### src/rtl/mmf_pkg.sv
// Shared types, constants and helpers for the 3x3 min/max filter.
// No dependencies; every other file but mmf_ram refers to this package by scoped names.
`default_nettype none

package mmf_pkg;

    // Frame geometry
    localparam int MAX_WIDTH = 1024;
    localparam int COL_W     = $clog2(MAX_WIDTH);
    localparam int FW_W      = $clog2(MAX_WIDTH + 1);
    localparam int CMP_W     = 13;
    localparam int CFG_W_W   = 11;
    localparam int CFG_H_W   = 13;
    localparam int ROW_W     = 13;

    // Pixel layout: red [7:0], green [15:8], blue [23:16], alpha [31:24]
    localparam int CH_W  = 8;
    localparam int PIX_W = 4 * CH_W;
    localparam int ROW_STORE_W = 2 * PIX_W;

    // Output queue
    localparam int FIFO_DEPTH = 4;
    localparam int FIFO_AW    = $clog2(FIFO_DEPTH);
    localparam int FIFO_CW    = $clog2(FIFO_DEPTH + 1);
    localparam int INFL_W     = 2;

    // Configuration port
    localparam int APB_AW = 4;
    localparam int APB_DW = 32;

    typedef enum logic [1:0] {
        REG_WIDTH  = 2'd0,
        REG_HEIGHT = 2'd1,
        REG_MODE   = 2'd2
    } t_reg_idx;

    typedef enum logic {
        MODE_MIN = 1'b0,
        MODE_MAX = 1'b1
    } t_mode;

    typedef enum logic {
        CMD_PIXEL = 1'b0,
        CMD_DRAIN = 1'b1
    } t_cmd;

    // Which neighbours of the centre lie inside the frame
    typedef struct packed {
        logic up;
        logic down;
        logic left;
        logic right;
    } t_nbr;

    // One window step handed from the issue stage to the window datapath
    typedef struct packed {
        logic [COL_W-1:0] col;
        logic [PIX_W-1:0] pix;
        logic             emit;
        t_nbr             nbr;
        logic             frame_end;
        t_mode            mode;
    } t_step;

    typedef struct packed {
        logic active;
        logic extra;
    } t_issue_status;

    typedef struct packed {
        logic [CH_W-1:0] red;
        logic [CH_W-1:0] green;
        logic [CH_W-1:0] blue;
        logic [CH_W-1:0] alpha;
        logic            frame_end;
    } t_result;

    // Keep the smaller (minimum mode) or larger (maximum mode) value
    function automatic logic [CH_W-1:0] pick(input logic [CH_W-1:0] a,
                                             input logic [CH_W-1:0] b,
                                             input t_mode mode);
        logic [CH_W-1:0] res;
        if (mode == MODE_MAX) begin
            res = (a > b) ? a : b;
        end else begin
            res = (a < b) ? a : b;
        end
        return res;
    endfunction

endpackage

`default_nettype wire

### src/rtl/mmf_out_fifo.sv
// Output queue for filtered pixels; parts the datapath from the result channel.
// Uses mmf_pkg for the result type and depth.
`default_nettype none

module mmf_out_fifo (
    input  wire logic                        i_clk,
    input  wire logic                        i_rst_n,
    input  wire logic                        i_push,
    input  wire mmf_pkg::t_result            i_data,
    input  wire logic                        i_ready,
    output logic                             o_valid,
    output mmf_pkg::t_result                 o_data,
    output logic [mmf_pkg::FIFO_CW-1:0]      o_count
);

    mmf_pkg::t_result                r_slot [mmf_pkg::FIFO_DEPTH];
    logic [mmf_pkg::FIFO_AW-1:0]     r_wr_ptr, n_wr_ptr;
    logic [mmf_pkg::FIFO_AW-1:0]     r_rd_ptr, n_rd_ptr;
    logic [mmf_pkg::FIFO_CW-1:0]     r_count, n_count;
    logic                            pop;

    // Pointer and occupancy update
    always_comb begin
        o_valid  = (r_count != '0);
        o_data   = r_slot[r_rd_ptr];
        o_count  = r_count;
        pop      = o_valid && i_ready;
        n_wr_ptr = i_push ? r_wr_ptr + mmf_pkg::FIFO_AW'(1) : r_wr_ptr;
        n_rd_ptr = pop ? r_rd_ptr + mmf_pkg::FIFO_AW'(1) : r_rd_ptr;
        n_count  = r_count + mmf_pkg::FIFO_CW'(i_push) - mmf_pkg::FIFO_CW'(pop);
    end

    always_ff @(posedge i_clk) begin
        if (!i_rst_n) begin
            r_wr_ptr <= '0;
            r_rd_ptr <= '0;
            r_count  <= '0;
        end else begin
            r_wr_ptr <= n_wr_ptr;
            r_rd_ptr <= n_rd_ptr;
            r_count  <= n_count;
        end
    end

    // Store the pushed result
    always_ff @(posedge i_clk) begin
        if (i_push) begin
            r_slot[r_wr_ptr] <= i_data;
        end
    end

endmodule

`default_nettype wire

### config.mk
export PLATFORM = sky130hd
export DESIGN_NAME = mmf_out_fifo
export DESIGN_NICKNAME = d
export VERILOG_FILES = /design/src/rtl/mmf_pkg.sv /design/src/rtl/mmf_out_fifo.sv
export SDC_FILE = /design/constraint.sdc
export NUM_CORES = 1
export LEC_CHECK = 0
export BUFFER_PORTS_ARGS = -buffer_cell sky130_fd_sc_hd__buf_2
export CORE_MARGIN = 1
export CORE_UTILIZATION = 56
export CTS_CLUSTER_DIAMETER = 100
export DETAILED_ROUTE_END_ITERATION = 16
export MAX_ROUTING_LAYER = met4
export PLACE_DENSITY = 0.8
export SKIP_LAST_GASP = 1
export SYNTH_ARGS = -nofsm -noshare
export SYNTH_HDL_FRONTEND = slang
export SYNTH_SLANG_ARGS = --single-unit
export TNS_END_PERCENT = 100
### constraint.sdc
create_clock -name i_clk -period 2.3 [get_ports i_clk]
set_clock_uncertainty 0.15 [all_clocks]
set_input_delay 0.46 -clock i_clk [delete_from_list [all_inputs] [get_ports i_clk]]
set_output_delay 0.46 -clock i_clk [all_outputs]
set_load 0.01 [all_outputs]
==> flow_metrics.env <==
export IMPL_nets=389
export IMPL_period_share_pct=106
export IMPL_worstMarginPinSlew_ns=0.455
export IMPL_fmax_ghz=0.411
export IMPL_fin_area_um2=6850
export IMPL_placed_area_um2=5820
export IMPL_setup_viol_count_final=33
export IMPL_cp_max_fo=7
export IMPL_synth_top_area_cell="edfxtp_1"
export IMPL_first_global_vias=2644
export IMPL_violations="setup timing"
export IMPL_ys_warn_count=0
export IMPL_viasPerCell=5.44
export IMPL_core_area_um2=9200
export IMPL_drt_iter0_drc=142
export IMPL_fin_util_pct=74.5
export IMPL_status="finished, violations left"
export IMPL_drt_wirelength_per_cell_um=20.2
export IMPL_grt_start_max_net_pins=34
export IMPL_rows=35
export IMPL_dieHeight_um=99.1
export IMPL_hp_class="in -> reg"
export IMPL_cts_root_buf="clkbuf_8"
export IMPL_powerDensity_nw_per_um2=1030
export IMPL_hold_viol_final=0
export IMPL_antenna_found_initial=0
export IMPL_postSynthAreaPerCell_um2=24.3
export IMPL_cap_violations=0
export IMPL_start_kind="flip-flop"
export IMPL_syn_instance_count=217
export IMPL_layout_drive_gt1_share_pct=42.7
export IMPL_cts_tree="built"
export IMPL_finalPower_mw=7.04
export IMPL_timing_final_ws_setup_ns=-0.133
export IMPL_period_needed_ns=2.43
export IMPL_cts_buffers=17
export IMPL_grt_total_usage_pct=21.9
export IMPL_num_antenna_cells=0
export IMPL_cts_max_level=4
export IMPL_io_pins=74
export IMPL_ys_ff_latch=141
export IMPL_grt_overflow=0
export IMPL_leakagePower_nw=2.44
export IMPL_dr_total_vias=2551
export IMPL_cts_sinks=141
export IMPL_pre_cts_slack_ns=0.124
export IMPL_synth_top_area_share_pct=75.1
export IMPL_area_delta_synth_final_pct=29.9
export IMPL_crit_type="reg -> out"
export IMPL_drv_slew=0
export IMPL_ys_seq_area_share_pct=78.5
export IMPL_arrival_ns=1.82
export IMPL_die_width_um=99.1
export IMPL_drt_total_wl_um=9470
export IMPL_initial_utilization_pct=57.4
export IMPL_peakVddDrop_mv=0.468
export IMPL_io_buffers=73
export IMPL_critPathRequiredTime_ns=1.69
export IMPL_endpoint_kind="output pin"
export IMPL_clk_latency_ns=0.52
export IMPL_syn_area_um2=5280
export IMPL_synth_area_leaders="edfxtp_1 75%, mux4_2 13%, dfxtp_1 3.4%"
export IMPL_gp_congestion=0.696
export IMPL_synth_fp_nets=261
export IMPL_grt_pass1_wl_um=14200
export IMPL_clk_pin_slew_worst_paths_ns=0.06
export IMPL_cts_path_max_buffers=2
export IMPL_die_area_um2=9820
export IMPL_drc=0
export IMPL_ys_types=21
export IMPL_max_slew_margin_pct=69.3
export IMPL_drt_pass1_iter_count=4
export IMPL_ant_nets=0
export IMPL_rsz0062_at_grt="yes"
export IMPL_hpwl_um=5140
cell families (layout without fill, tap and decap cells):
group,after synthesis,in the layout,share of synthesized area (%)
multiplexers,37,37,15.1
flip-flops,141,141,78.5
XOR/XNOR,2,2,0.593
buffers and inverters,14,155,2.13
adder cells (fa/ha/maj),7,7,1.80
AND/OR/NAND/NOR,14,14,1.56
AO/OA/AOI/OAI,2,2,0.332
synth_stat cells:
cell and instances:
ha_1 6, dfxtp_1 9, mux4_2 30, xor2_1 1, nor2b_1 1, buf_2 3
inv_1 6, and2_1 8, fa_1 1, buf_12 3, clkbuf_1 1, or3_1 1
buf_6 1, nand2b_1 2, mux4_1 3, mux2i_1 4, edfxtp_1 132, o311ai_0 1
o31a_1 1, nand2_1 2, xnor3_1 1
placed cells by master (no fill, tap or decap), types with 5 or more instances in the layout:
| cell | netlist | routed |
|---|---|---|
| ha_1 | 6 | 6 |
| buf_2 | 3 | 59 |
| edfxtp_1 | 132 | 132 |
| dfxtp_1 | 9 | 7 |
| buf_4 | 0 | 5 |
| buf_6 | 1 | 16 |
| buf_12 | 3 | 5 |
| inv_1 | 6 | 6 |
| mux4_2 | 30 | 32 |
| dlygate4sd3_1 | 0 | 30 |
| clkbuf_16 | 0 | 16 |
stage by stage:
stage | hold slack [ns] | TNS, ns | instances
final | 0.0206 | -2.57 | 469
after global placement | 0.300 | 0 | 403
after global routing | -0.000186 | -5.17 | 469
after detailed placement | 0.316 | 0 | 403
after floorplan | 0.299 | 0 | 217
after CTS | 0.0000114 | -4.11 | 467
where the power goes:
group / total (mW) / internal, mW / switching [mW]
Combinational: 1.47 / 0.849 / 0.620
Clock: 2.51 / 1.53 / 0.980
Sequential: 3.06 / 2.97 / 0.0850
final cells by class:
type | instances | area [um^2]
Multi-Input combinational cell | 62 | 1020
Fill cell | 528 | 2340
Inverter | 6 | 22.5
Timing Repair Buffer | 117 | 973
Sequential cell | 141 | 4150
Clock buffer | 21 | 429
Tap cell | 111 | 139
Clock inverter | 11 | 120
registers in the layout, indices dropped and copies added (netlist names), named ones only:
| name | flops |
|---|---|
| o_count | 3 |
| r_slot | 132 |
| r_rd_ptr | 2 |
| r_wr_ptr | 2 |
repair_timing:
action                                 in CTS  in global routing
hold buffers                               29                  1
resized for setup                          12                 10
setup buffers                               1                  1
cloned                                      2                  0
endpoints found under the hold margin     113                  3
setup endpoints to repair                  33                 33
final timing paths:
check,slack [ns],to,depth (start not counted),from
max,-0.13,o_data[26],4,flip-flop
min,0.02,r_slot[2][0],1,i_data[0]
max reg2reg,0.13,o_count[2],7,o_count[1]
min reg2reg,0.32,flip-flop,2,r_rd_ptr[1]
worst max-delay path, cell delays in order (launching register included):
cell and delay, ns:
dfxtp_4 0.39, buf_12 0.12, buf_16 0.13, mux4_2 0.51, buf_6 0.14
per-layer routing:
| metal | vias to the layer above | GRT usage [%] | share of wire [%] |
|---|---|---|---|
| li1 | 1169 | - | - |
| met1 | 1279 | 26.4 | 42 |
| met2 | 88 | 34.6 | 52 |
| met3 | 15 | 6.24 | 4.4 |
| met4 | 0 | 10.3 | 2.3 |
| met5 | - | - | 0 |
No activity file was read; power rests on OpenSTA's default activity.
